[config.mk]
export PLATFORM = sky130hd
export DESIGN_NAME = plm_limited_face_reconstruction_flat
export DESIGN_NICKNAME = d
export VERILOG_FILES = /design/src/design/plm_pkg.sv /design/src/design/plm_sample_if.sv /design/src/design/plm_face_if.sv /design/src/design/plm_cfg_if.sv /design/src/design/plm_limited_face_reconstruction.sv /design/src/design/plm_cfg_regs.sv /design/src/design/plm_window.sv /design/src/design/plm_limiter.sv /design/src/flat_wrapper.sv
export SDC_FILE = /design/constraint.sdc
export NUM_CORES = 1
export LEC_CHECK = 0
export CAP_MARGIN = 20
export CORE_ASPECT_RATIO = 0.75
export CORE_MARGIN = 2
export CORE_UTILIZATION = 45
export CTS_BUF_LIST = sky130_fd_sc_hd__clkbuf_2
export DETAILED_ROUTE_END_ITERATION = 7
export DONT_BUFFER_PORTS = 1
export HOLD_SLACK_MARGIN = 0.08
export PLACE_DENSITY_LB_ADDON = 0.05
export SYNTH_ARGS = -nofsm -noshare
export SYNTH_HDL_FRONTEND = slang
export SYNTH_SLANG_ARGS = --single-unit
[constraint.sdc]
create_clock -name clk_i -period 16.06 [get_ports clk_i]
set_input_delay 1.606 -clock clk_i [delete_from_list [all_inputs] [get_ports clk_i]]
set_output_delay 1.606 -clock clk_i [all_outputs]
set_load 0.05 [all_outputs]
[src/design/plm_pkg.sv]
package plm_pkg;

  // Default sample width; samples are signed Q16.16 at this width
  localparam int unsigned DATA_WIDTH = 32;

  // Configuration register index
  localparam int unsigned CFG_IDX_W = 2;

  typedef enum logic [CFG_IDX_W-1:0] {
    CFG_FLOOR_ENABLE = 2'd0,
    CFG_FLOOR_VALUE  = 2'd1
  } cfg_reg_e;

  // Window stage status handed to the top level
  typedef struct packed {
    logic valid;
    logic drain;
  } win_ctrl_t;

endpackage

[src/design/plm_sample_if.sv]
interface plm_sample_if #(
  parameter int unsigned DW = plm_pkg::DATA_WIDTH
);
  logic                 valid;
  logic                 ready;
  logic signed [DW-1:0] sample;
  logic                 row_start;

  modport source (output valid, output sample, output row_start, input ready);
  modport sink   (input valid, input sample, input row_start, output ready);
endinterface

[src/design/plm_face_if.sv]
interface plm_face_if #(
  parameter int unsigned DW = plm_pkg::DATA_WIDTH
);
  logic                 valid;
  logic                 ready;
  logic signed [DW-1:0] minus_face;
  logic signed [DW-1:0] plus_face;
  logic                 saturated;

  modport source (output valid, output minus_face, output plus_face, output saturated,
                  input ready);
  modport sink   (input valid, input minus_face, input plus_face, input saturated,
                  output ready);
endinterface

[src/design/plm_cfg_if.sv]
interface plm_cfg_if #(
  parameter int unsigned DW = plm_pkg::DATA_WIDTH
);
  logic                           valid;
  logic                           ready;
  logic [plm_pkg::CFG_IDX_W-1:0]  index;
  logic [DW-1:0]                  wdata;

  modport source (output valid, output index, output wdata, input ready);
  modport sink   (input valid, input index, input wdata, output ready);
endinterface

[src/design/plm_limited_face_reconstruction.sv]
// Piecewise-linear face reconstruction with a monotonised-central limiter. Samples of one
// row stream in on in_sink (signed fixed point, Q16.16 at the default width); row_start
// empties the three-sample window. From the third sample of a row on, each item yields one
// result for the cell before it: lower and upper face values, clipped to range (flagged)
// and raised to floor_value when floor_enable is set. One item per cycle while the output
// is not stalled; a result is presented on out_src once its item has passed the window
// register and then the result register, with the limiter logic between the two.
// Write the registers only while idle.
module plm_limited_face_reconstruction #(
  parameter int unsigned DATA_WIDTH = plm_pkg::DATA_WIDTH
) (
  input  logic         clk_i,
  input  logic         rst_ni,
  plm_sample_if.sink   in_sink,
  plm_face_if.source   out_src,
  plm_cfg_if.sink      cfg_sink
);

  plm_pkg::win_ctrl_t           win_ctrl;
  logic signed [DATA_WIDTH-1:0] win_l, win_c, win_r;
  logic                         floor_en;
  logic signed [DATA_WIDTH-1:0] floor_val;
  logic signed [DATA_WIDTH-1:0] lo_face, hi_face;
  logic                         sat;
  logic                         out_free, accept;

  logic                         out_valid_q, out_valid_d;
  logic signed [DATA_WIDTH-1:0] minus_q, plus_q;
  logic                         sat_q;

  assign out_free     = !out_valid_q || out_src.ready;
  assign in_sink.ready = !win_ctrl.valid || out_free;
  assign accept       = in_sink.valid && in_sink.ready;

  plm_cfg_regs #(.DW(DATA_WIDTH)) u_cfg (
    .clk_i          (clk_i),
    .rst_ni         (rst_ni),
    .cfg            (cfg_sink),
    .floor_enable_o (floor_en),
    .floor_value_o  (floor_val)
  );

  plm_window #(.DW(DATA_WIDTH)) u_win (
    .clk_i       (clk_i),
    .rst_ni      (rst_ni),
    .accept_i    (accept),
    .sample_i    (in_sink.sample),
    .row_start_i (in_sink.row_start),
    .drain_i     (out_free),
    .ctrl_o      (win_ctrl),
    .left_o      (win_l),
    .centre_o    (win_c),
    .right_o     (win_r)
  );

  plm_limiter #(.DW(DATA_WIDTH)) u_lim (
    .left_i         (win_l),
    .centre_i       (win_c),
    .right_i        (win_r),
    .floor_enable_i (floor_en),
    .floor_value_i  (floor_val),
    .minus_face_o   (lo_face),
    .plus_face_o    (hi_face),
    .saturated_o    (sat)
  );

  assign out_valid_d = out_free ? win_ctrl.valid : out_valid_q;

  always_ff @(posedge clk_i or negedge rst_ni) begin
    if (!rst_ni) begin
      out_valid_q <= 1'b0;
    end else begin
      out_valid_q <= out_valid_d;
    end
  end

  always_ff @(posedge clk_i) begin
    if (win_ctrl.drain) begin
      minus_q <= lo_face;
      plus_q  <= hi_face;
      sat_q   <= sat;
    end
  end

  assign out_src.valid      = out_valid_q;
  assign out_src.minus_face = minus_q;
  assign out_src.plus_face  = plus_q;
  assign out_src.saturated  = sat_q;

endmodule

[src/design/plm_cfg_regs.sv]
module plm_cfg_regs #(
  parameter int unsigned DW = plm_pkg::DATA_WIDTH
) (
  input  logic                 clk_i,
  input  logic                 rst_ni,
  plm_cfg_if.sink              cfg,
  output logic                 floor_enable_o,
  output logic signed [DW-1:0] floor_value_o
);

  logic                 floor_enable_q;
  logic signed [DW-1:0] floor_value_q;
  logic                 wr;

  assign cfg.ready = 1'b1;
  assign wr        = cfg.valid;

  always_ff @(posedge clk_i or negedge rst_ni) begin
    if (!rst_ni) begin
      floor_enable_q <= 1'b0;
      floor_value_q  <= '0;
    end else if (wr) begin
      unique case (plm_pkg::cfg_reg_e'(cfg.index))
        plm_pkg::CFG_FLOOR_ENABLE: floor_enable_q <= cfg.wdata[0];
        plm_pkg::CFG_FLOOR_VALUE:  floor_value_q  <= $signed(cfg.wdata);
        default: ;
      endcase
    end
  end

  assign floor_enable_o = floor_enable_q;
  assign floor_value_o  = floor_value_q;

endmodule

[src/design/plm_window.sv]
module plm_window #(
  parameter int unsigned DW = plm_pkg::DATA_WIDTH
) (
  input  logic                 clk_i,
  input  logic                 rst_ni,
  input  logic                 accept_i,
  input  logic signed [DW-1:0] sample_i,
  input  logic                 row_start_i,
  input  logic                 drain_i,
  output plm_pkg::win_ctrl_t   ctrl_o,
  output logic signed [DW-1:0] left_o,
  output logic signed [DW-1:0] centre_o,
  output logic signed [DW-1:0] right_o
);

  logic [1:0]           fill_q, fill_d, fill_eff;
  logic signed [DW-1:0] older_q, newer_q;
  logic signed [DW-1:0] left_q, centre_q, right_q;
  logic                 full_q, full_d;
  logic                 emit;

  // row_start empties the window before the item is taken in
  assign fill_eff = row_start_i ? 2'd0 : fill_q;
  assign emit     = accept_i && (fill_eff == 2'd2);

  always_comb begin
    fill_d = fill_q;
    full_d = full_q;
    if (accept_i) begin
      fill_d = (fill_eff == 2'd2) ? 2'd2 : fill_eff + 2'd1;
      full_d = emit;
    end else if (drain_i) begin
      full_d = 1'b0;
    end
  end

  always_ff @(posedge clk_i or negedge rst_ni) begin
    if (!rst_ni) begin
      fill_q <= 2'd0;
      full_q <= 1'b0;
    end else begin
      fill_q <= fill_d;
      full_q <= full_d;
    end
  end

  always_ff @(posedge clk_i) begin
    if (accept_i) begin
      older_q <= newer_q;
      newer_q <= sample_i;
    end
    if (emit) begin
      left_q   <= older_q;
      centre_q <= newer_q;
      right_q  <= sample_i;
    end
  end

  assign ctrl_o.valid = full_q;
  assign ctrl_o.drain = drain_i && full_q;
  assign left_o       = left_q;
  assign centre_o     = centre_q;
  assign right_o      = right_q;

endmodule

[src/design/plm_limiter.sv]
module plm_limiter #(
  parameter int unsigned DW = plm_pkg::DATA_WIDTH
) (
  input  logic signed [DW-1:0] left_i,
  input  logic signed [DW-1:0] centre_i,
  input  logic signed [DW-1:0] right_i,
  input  logic                 floor_enable_i,
  input  logic signed [DW-1:0] floor_value_i,
  output logic signed [DW-1:0] minus_face_o,
  output logic signed [DW-1:0] plus_face_o,
  output logic                 saturated_o
);

  localparam int unsigned EW = DW + 2;
  localparam logic signed [EW-1:0] MIN_X = {3'b111, {(DW-1){1'b0}}};
  localparam logic signed [EW-1:0] MAX_X = {3'b000, {(DW-1){1'b1}}};
  localparam logic signed [DW-1:0] MIN_V = {1'b1, {(DW-1){1'b0}}};
  localparam logic signed [DW-1:0] MAX_V = {1'b0, {(DW-1){1'b1}}};

  logic signed [EW-1:0] l_x, c_x, r_x, dl, dr, dlr, lo_w, hi_w;
  logic [DW-1:0]        dl_mag, dr_mag, dc_mag, min_lr, mag;
  logic                 mono, lo_sat, hi_sat;
  logic signed [DW-1:0] lo_v, hi_v;

  assign l_x = EW'(left_i);
  assign c_x = EW'(centre_i);
  assign r_x = EW'(right_i);

  assign dl  = c_x - l_x;
  assign dr  = r_x - c_x;
  assign dlr = r_x - l_x;

  // strictly monotone through the centre, otherwise flat
  assign mono = (dl > 0 && dr > 0) || (dl < 0 && dr < 0);

  assign dl_mag = dl[EW-1]  ? DW'(-dl)  : DW'(dl);
  assign dr_mag = dr[EW-1]  ? DW'(-dr)  : DW'(dr);
  assign dc_mag = dlr[EW-1] ? DW'((-dlr) >>> 2) : DW'(dlr >>> 2);

  assign min_lr = (dl_mag < dr_mag) ? dl_mag : dr_mag;
  assign mag    = !mono ? '0 : ((min_lr < dc_mag) ? min_lr : dc_mag);

  assign lo_w = c_x - $signed({2'b00, mag});
  assign hi_w = c_x + $signed({2'b00, mag});

  assign lo_sat = lo_w < MIN_X;
  assign hi_sat = hi_w > MAX_X;

  always_comb begin
    lo_v = lo_sat ? MIN_V : lo_w[DW-1:0];
    hi_v = hi_sat ? MAX_V : hi_w[DW-1:0];
    if (floor_enable_i) begin
      if (lo_v < floor_value_i) lo_v = floor_value_i;
      if (hi_v < floor_value_i) hi_v = floor_value_i;
    end
  end

  assign minus_face_o = lo_v;
  assign plus_face_o  = hi_v;
  assign saturated_o  = lo_sat || hi_sat;

endmodule

[src/flat_wrapper.sv]
// flat-port wrapper written by rule: the top's interface ports become plain ports
module plm_limited_face_reconstruction_flat 
#(
  parameter int unsigned DATA_WIDTH = plm_pkg::DATA_WIDTH
)
  (clk_i, rst_ni, in_sink_valid, in_sink_sample, in_sink_row_start, in_sink_ready, out_src_valid, out_src_minus_face, out_src_plus_face, out_src_saturated, out_src_ready, cfg_sink_valid, cfg_sink_index, cfg_sink_wdata, cfg_sink_ready);
  plm_sample_if in_sink_i ();
  plm_face_if out_src_i ();
  plm_cfg_if cfg_sink_i ();
  input  logic clk_i;
  input  logic rst_ni;
  input wire logic [$bits(in_sink_i.valid)-1:0] in_sink_valid;
  input wire logic [$bits(in_sink_i.sample)-1:0] in_sink_sample;
  input wire logic [$bits(in_sink_i.row_start)-1:0] in_sink_row_start;
  output wire logic [$bits(in_sink_i.ready)-1:0] in_sink_ready;
  output wire logic [$bits(out_src_i.valid)-1:0] out_src_valid;
  output wire logic [$bits(out_src_i.minus_face)-1:0] out_src_minus_face;
  output wire logic [$bits(out_src_i.plus_face)-1:0] out_src_plus_face;
  output wire logic [$bits(out_src_i.saturated)-1:0] out_src_saturated;
  input wire logic [$bits(out_src_i.ready)-1:0] out_src_ready;
  input wire logic [$bits(cfg_sink_i.valid)-1:0] cfg_sink_valid;
  input wire logic [$bits(cfg_sink_i.index)-1:0] cfg_sink_index;
  input wire logic [$bits(cfg_sink_i.wdata)-1:0] cfg_sink_wdata;
  output wire logic [$bits(cfg_sink_i.ready)-1:0] cfg_sink_ready;
  assign in_sink_i.valid = in_sink_valid;
  assign in_sink_i.sample = in_sink_sample;
  assign in_sink_i.row_start = in_sink_row_start;
  assign in_sink_ready = in_sink_i.ready;
  assign out_src_valid = out_src_i.valid;
  assign out_src_minus_face = out_src_i.minus_face;
  assign out_src_plus_face = out_src_i.plus_face;
  assign out_src_saturated = out_src_i.saturated;
  assign out_src_i.ready = out_src_ready;
  assign cfg_sink_i.valid = cfg_sink_valid;
  assign cfg_sink_i.index = cfg_sink_index;
  assign cfg_sink_i.wdata = cfg_sink_wdata;
  assign cfg_sink_ready = cfg_sink_i.ready;
  plm_limited_face_reconstruction #(.DATA_WIDTH(DATA_WIDTH)) u_core (.clk_i(clk_i), .rst_ni(rst_ni), .in_sink(in_sink_i), .out_src(out_src_i), .cfg_sink(cfg_sink_i));
endmodule
## Word-level counts from Yosys, hierarchy flattened

Index checks and enable logic that the tools add are counted.

| operators by class | value |
|---|---|
| mux-type cells | 16 |
| eq/ne operators | 2 |
| add/subtract/negate cells | 9 |
| reductions and logical operators | 15 |
| $lt $le $gt $ge | 10 |

Operators with widths:

| cell | number |
|---|---|
| 2-to-1 mux 32 bit | 12 |
| less-than comparator 32 bit | 4 |
| subtractor 32 x 32 -> 33 bit | 3 |
| greater-than comparator 33 x 1 -> 1 bit, second input constant | 2 |
| less-than comparator 33 x 1 -> 1 bit, second input constant | 2 |
| negator 32 bit | 2 |
| adder 32 x 33 -> 34 bit | 1 |
| greater-than comparator 34 x 32 -> 1 bit, second input constant | 1 |
| less-than comparator 34 x 32 -> 1 bit, second input constant | 1 |
| negator 33 -> 34 bit | 1 |
| subtractor 32 x 33 -> 34 bit | 1 |
| logical AND 1 bit | 5 |
| logical OR 1 bit | 4 |
| 2-to-1 mux 2 bit | 2 |
| AND reduction 2 bit | 2 |
| adder 2 x 1 -> 2 bit, second input constant | 1 |
| == test 2 x 1 -> 1 bit, second input constant | 1 |
| == test 2 bit, second input constant | 1 |
| zero test 1 bit | 2 |
| zero test 2 bit | 1 |
| 2-to-1 mux 1 bit | 2 |
| nonzero test 2 bit | 1 |

| storage, ports and cells | value |
|---|---|
| input bits | 72 |
| flip-flop bits (word level) | 262 |
| logic and storage cells | 65 |

## Depth between registers and ports, before layout

| logic depth | value |
|---|---|
| word-level depth | 14 |
| mapped depth | 70 |
| depth with buffers taken out | 62 |

## By module

Synthesis repeated with hierarchy kept, for this count alone.

| unflattened totals | value |
|---|---|
| cell total of the unflattened synthesis | 2740 |
| area, all modules | 25074.0 sq um |

By module, submodules not included:

| module | instances | area each (sq um) | cells an instance |
|---|---|---|---|
| plm_limiter | 1 | 16698.5 | 2421 |
| plm_window | 1 | 4977.3 | 175 |
| plm_limited_face_reconstruction | 1 | 2015.7 | 71 |
| plm_cfg_regs | 1 | 1382.6 | 73 |

## Worst setup path before layout

OpenSTA, ideal clock, no wires.

| timing path | value |
|---|---|
| kind | register to register |
| start | register u_core.u_win.centre_q[1], in the netlist u_core.u_win.centre_o[1] |
| end | register u_core.plus_q[31], in the netlist u_core.out_src.plus_face[31] (data pin) |
| library setup time | 0.265 ns |
| data arrival time | 13.565 ns |
| data required time | 15.795 ns |
| slack | 2.229 ns |
| clock period less this slack | 13.831 ns |
| cell stages (with the launch flop) | 62 |
| path through | edfxtp_1 inv_1 fa_1 nand2b_1 a21oi_2 o22a_1 o211ai_1 nand2b_1 nor4_4 nand4_1 or4b_1 o21ai_0 xnor2_1 ha_1 a21o_1 a21oi_1 o21ai_0 a31oi_1 [26 not listed] a21oi_1 mux2_2 nor2_1 clkbuf_1 nand2_1 ha_1 a21o_1 a21o_1 a21o_1 a21o_1 a21o_1 a21oi_1 o21ai_0 a21oi_1 clkbuf_1 clkbuf_1 nor3_1 or3_1 |

| between the ends | value |
|---|---|
| word-level cells in the longest chain between the ends | 14 |

Ends and longest elaborated chain:

| element | line | text |
|---|---|---|
| start, declared | plm_window.sv:18 | `logic signed [DW-1:0] left_q, centre_q, right_q;` |
| start signal, assigned | plm_window.sv:54 | `centre_q <= newer_q;` |
| subtractor 32 x 32 -> 33 bit (on tied branches) | plm_limiter.sv:29, plm_limiter.sv:30 |  |
| negator 32 bit (on tied branches) | plm_limiter.sv:36, plm_limiter.sv:37 |  |
| 2-to-1 mux 32 bit (on tied branches) | plm_limiter.sv:36, plm_limiter.sv:37 |  |
| less-than comparator 32 bit | plm_limiter.sv:40 | `assign min_lr = (dl_mag < dr_mag) ? dl_mag : dr_mag;` |
| 2-to-1 mux 32 bit | plm_limiter.sv:40 |  |
| less-than comparator 32 bit | plm_limiter.sv:41 | `assign mag = !mono ? '0 : ((min_lr < dc_mag) ? min_lr : dc_mag);` |
| 2-to-1 mux 32 bit (2 in a row) | plm_limiter.sv:41 |  |
| adder 32 x 33 -> 34 bit (*) | plm_limiter.sv:44 | `assign hi_w = c_x + $signed({2'b00, mag});` |
| greater-than comparator 34 x 32 -> 1 bit | plm_limiter.sv:47 | `assign hi_sat = hi_w > MAX_X;` |
| 2-to-1 mux 32 bit (*) | plm_limiter.sv:51 | `hi_v = hi_sat ? MAX_V : hi_w[DW-1:0];` |
| less-than comparator 32 bit | plm_limiter.sv:54 | `if (hi_v < floor_value_i) hi_v = floor_value_i;` |
| 2-to-1 mux 32 bit | plm_limiter.sv:54 |  |
| 2-to-1 mux 32 bit (*) | plm_limiter.sv:52 | `if (floor_enable_i) begin` |
| named net u_core.hi_face[31] | plm_limited_face_reconstruction.sv:23 | `logic signed [DATA_WIDTH-1:0] lo_face, hi_face;` |
| end signal, assigned | plm_limited_face_reconstruction.sv:80 | `plus_q <= hi_face;` |
| end, declared | plm_limited_face_reconstruction.sv:28 | `logic signed [DATA_WIDTH-1:0] minus_q, plus_q;` |

Mark *: on every way through the listed nets, which the timed path passes. The rest lies on a longest branch.
A chain may end at the register's enable or synchronous reset.

## Worst setup path in the final report

| timing path | value |
|---|---|
| start | register u_core.u_win.centre_q[1], in the netlist u_core.u_win.centre_o[1] |
| end | register u_core.minus_q[14], in the netlist u_core.out_src.minus_face[14] (data pin) |

| between the ends | value |
|---|---|
| word-level cells in the longest chain between the ends | 14 |

Ends and longest elaborated chain:

| element | line | text |
|---|---|---|
| subtractor 32 x 32 -> 33 bit (on tied branches) | plm_limiter.sv:29, plm_limiter.sv:30 |  |
| negator 32 bit (on tied branches) | plm_limiter.sv:36, plm_limiter.sv:37 |  |
| 2-to-1 mux 32 bit (on tied branches) | plm_limiter.sv:36, plm_limiter.sv:37 |  |
| less-than comparator 32 bit | plm_limiter.sv:40 |  |
| 2-to-1 mux 32 bit | plm_limiter.sv:40 |  |
| less-than comparator 32 bit | plm_limiter.sv:41 |  |
| 2-to-1 mux 32 bit (2 in a row) | plm_limiter.sv:41 |  |
| subtractor 32 x 33 -> 34 bit (*) | plm_limiter.sv:43 | `assign lo_w = c_x - $signed({2'b00, mag});` |
| less-than comparator 34 x 32 -> 1 bit | plm_limiter.sv:46 | `assign lo_sat = lo_w < MIN_X;` |
| 2-to-1 mux 32 bit (*) | plm_limiter.sv:50 | `lo_v = lo_sat ? MIN_V : lo_w[DW-1:0];` |
| less-than comparator 32 bit | plm_limiter.sv:53 | `if (lo_v < floor_value_i) lo_v = floor_value_i;` |
| 2-to-1 mux 32 bit | plm_limiter.sv:53 |  |
| 2-to-1 mux 32 bit (*) | plm_limiter.sv:52 |  |
| named net u_core.lo_face[14] | plm_limited_face_reconstruction.sv:23 |  |
| end signal, assigned | plm_limited_face_reconstruction.sv:79 | `minus_q <= lo_face;` |
| end, declared | plm_limited_face_reconstruction.sv:28 |  |

Marked as above.

==> results.yml <==
run_status:
  status: "completed"
timing:
  worst_slew_pin_slew_ps: 985.1
  finalHoldViolations: 0
  maxSlewHeadroom: 0.3433
  fin_skew_ps: 73.70
  setup_viol: 0
  rsz0062_at_grt: "no"
  drv_slew: 0
  fin_crit_sh: 0.9370
  fmax_ghz: 0.06645
  tns_ps: 0
  min_period_ps: 15050
synth:
  synthCells: 3100
  yosys-top-cells-area: "edfxtp_1, ha_1, a21oi_1, xnor2_1, nor2_1"
  avgSynthCellArea_sq_um: 8.727
  synth_top_area_share: 0.2497
  synth-seq-cells: 262
  synth_flop_cell: "edfxtp_1"
  yosys.area.top_type: "edfxtp_1"
  yosysUniqueCellTypes: 114
  syn_area_sq_um: 27050
  synth_edf_count: 225
  yosysSeqAreaShare: 0.2840
  ys_async_sr_fraction: 0.1412
  ys.warnings.count: 0
clock_tree:
  cts_buffers: 60
  clock_insertion_delay_worst_skew_ps: 1100
  h-tree-depth: 2
  clk_pin_slew_worst_paths_ps: 110
  cts_tree: "done"
  cts.sinks: 262
  clockRootBuffer: "clkbuf_2"
  cts_buffer_depth: 3
place:
  hpwlAfterDp_mm: 76.56
  globalplace.congestion: 0.9577
  portBuffers: 0
routing:
  drt_first_pass_iters: 6
  routed_wl_mm: 93.47
  wl_per_cell_um: 23.06
  drc: 0
  drt-initial-drc-count: 2512
  vias_per_cell: 6.232
  ant_nets: 0
  vias: 25263
global_routing:
  antenna_found_initial: 1
  grt_pass1_vias: 23822
  use_met1: 0.4558
  grt_overflow: 0
  use_met3: 0.05411
  grt_pass1_wl_mm: 143.3
  busiest_layer: "met1"
  grt.met2_usage: 0.4324
  groute.usage.overall: 0.2975
  grt_max_degree: 76
critical_path:
  arrival_ps: 15840
  critPathTopFamily: "simple AND/OR/NAND/NOR gates"
  crit_required_ps: 16850
  slowest_delay_ps: 570
  critPathSlowestCell: "or4b_1"
  crit_fanout: 32
  crit_buf_inv: 10
  worst_setup_path_start_kind: "register"
  endpoint_kind: "register"
  crit_type: "reg -> reg"
die:
  initial_core_util: 0.4574
  core_sq_um: 59150
  io_pins: 140
  die_x_um: 287.1
  num_rows: 77
  dieArea_sq_um: 62120
  die_h_um: 216.3
min_path:
  hold_class: "in -> async"
layout:
  area_growth_pct: 10.20
  drive_above_1_share: 0.1413
  fin_nets: 3580
  fillCellCount: 5695
flow_run:
  maxCapViolations: 0
==> area by class of cell <==
class,count,area [sq um],area share
antenna,1,2.502,0.00008393
clock inverter,26,185.2,0.006211
sequential,262,7684,0.2577
multi-input combinational,2530,18350,0.6155
tap,790,988.4,0.03315
timing repair buffer,192,1545,0.05183
clock buffer,85,425.4,0.01427
inverter,168,633.1,0.02123
==> worst reg2reg max path: cells and delay by family (launching register included) <==
kind,cells,cell delay [ps]
DFF,1,510
muxes,1,370
adders and majority gates,5,1710
xor gates and xnor gates,1,290
AOI/OAI and AO/OA,21,4620
and+or+nand+nor,24,5420
buffers and inverters,10,1890
==> what timing repair did <==
action	in CTS	in global routing
endpoints found under the hold margin	20	0
setup buffers	0	3
resized for setup	0	19
endpoints found under the setup margin	0	64
hold buffers	1	0
==> per-layer routing <==
layer,part of all wire,vias to the layer above
met3,0.080,93
met4,0.016,0
met2,0.41,952
met1,0.49,12213
li1,-,12005
met5,0,-
==> cell families (layout without fill, tap and decap cells) <==
logic type,after synthesis,after routing,synth area share
compound gates,875,875,0.2267
xor+xnor,185,185,0.06044
fa+ha+maj,294,294,0.1374
buf+inv,309,471,0.04417
flops,262,262,0.2840
mux,81,81,0.03316
other cells,1,3,0.0001386
simple gates,1093,1093,0.2141
==> registers in the layout (all words and copies together) (netlist names), 2 cells and up <==
register	count
u_core.u_cfg.floor_value_o	32
u_core.u_win.fill_q	2
u_core.out_src.plus_face	32
u_core.u_win.newer_q	32
u_core.u_win.older_q	32
u_core.out_src.minus_face	32
u_core.u_win.centre_o	32
u_core.u_win.left_o	32
u_core.u_win.right_o	32
==> synth_stat cells, types with 15 or more instances <==
library cell and count:
nor3_1 100, nand2b_1 43, nand4_1 101, nand2_1 192
a31oi_1 21, xor2_1 62, o31ai_1 27, o21bai_1 15
or2_2 17, o2111ai_1 20, nor2_1 262, o211a_1 16
mux2_2 69, o221ai_1 23, clkbuf_1 114, and3_1 35
a211oi_1 44, edfxtp_1 225, a21o_1 87, xnor2_1 121
and4_1 15, o21a_1 50, a21oi_1 239, ha_1 289
a211o_1 15, nand3_1 63, o211ai_1 34, or3_1 36
nor3b_1 19, nor4_1 47, dfrtp_1 37, buf_2 19
inv_1 167, o21ai_0 129, and2_1 39, nor2b_1 45
==> worst paths after layout <==
path | from | slack [ps] | endpoint | depth (start not counted)
min reg2reg | u_core.u_win.older_q[24] | 410 | u_core.u_win.left_o[24] | 0
max in group asynchronous | rst_ni | 15550 | u_core.u_win.fill_q[0] | 1
min in group clk_i | u_core.u_win.older_q[24] | 410 | u_core.u_win.left_o[24] | 0
min | rst_ni | 240 | u_core.u_cfg.floor_value_o[10] | 0
max | u_core.u_win.centre_o[1] | 1010 | u_core.out_src.minus_face[14] | 62
max reg2reg | u_core.u_win.centre_o[1] | 1010 | u_core.out_src.minus_face[14] | 62
==> cells in the final DEF (no fill, tap or decap), types with 16 or more instances in the layout <==
cell | synthesis | routed
ha_1 | 289 | 288
nor2_1 | 262 | 260
a21oi_1 | 239 | 237
edfxtp_1 | 225 | 225
nand2_1 | 192 | 192
buf_4 | 1 | 183
inv_1 | 167 | 165
o21ai_0 | 129 | 129
xnor2_1 | 121 | 121
nand4_1 | 101 | 101
nor3_1 | 100 | 98
a21o_1 | 87 | 86
clkbuf_2 | 0 | 85
mux2_2 | 69 | 69
nand3_1 | 63 | 63
xor2_1 | 62 | 62
o21a_1 | 50 | 50
nor4_1 | 47 | 47
nor2b_1 | 45 | 45
nand2b_1 | 43 | 43
a211oi_1 | 44 | 42
and2_1 | 39 | 38
dfrtp_1 | 37 | 36
and3_1 | 35 | 35
or3_1 | 36 | 35
o211ai_1 | 34 | 34
o31ai_1 | 27 | 26
o221ai_1 | 23 | 23
o2111ai_1 | 20 | 20
a31oi_1 | 21 | 20
or2_2 | 17 | 17
nor3b_1 | 19 | 17
o211a_1 | 16 | 16
==> per-stage QoR <==
step,hold slack [ps],util,setup WS (ps),std cells,instance area (sq um)
final,239.8,0.5040,1012,4054,29810
after CTS,104.4,0.5020,387.9,4050,29690
after floorplan,400.3,-,2229,3101,27060
after global placement,401.1,0.4913,673.9,3938,29060
after global routing,129.9,0.5040,19.78,4054,29810
after detailed placement,404.5,0.4913,422.7,3938,29060
Power is not shown: default switching activity piles up to over one toggle a cycle in this logic, so the estimate is an artifact.
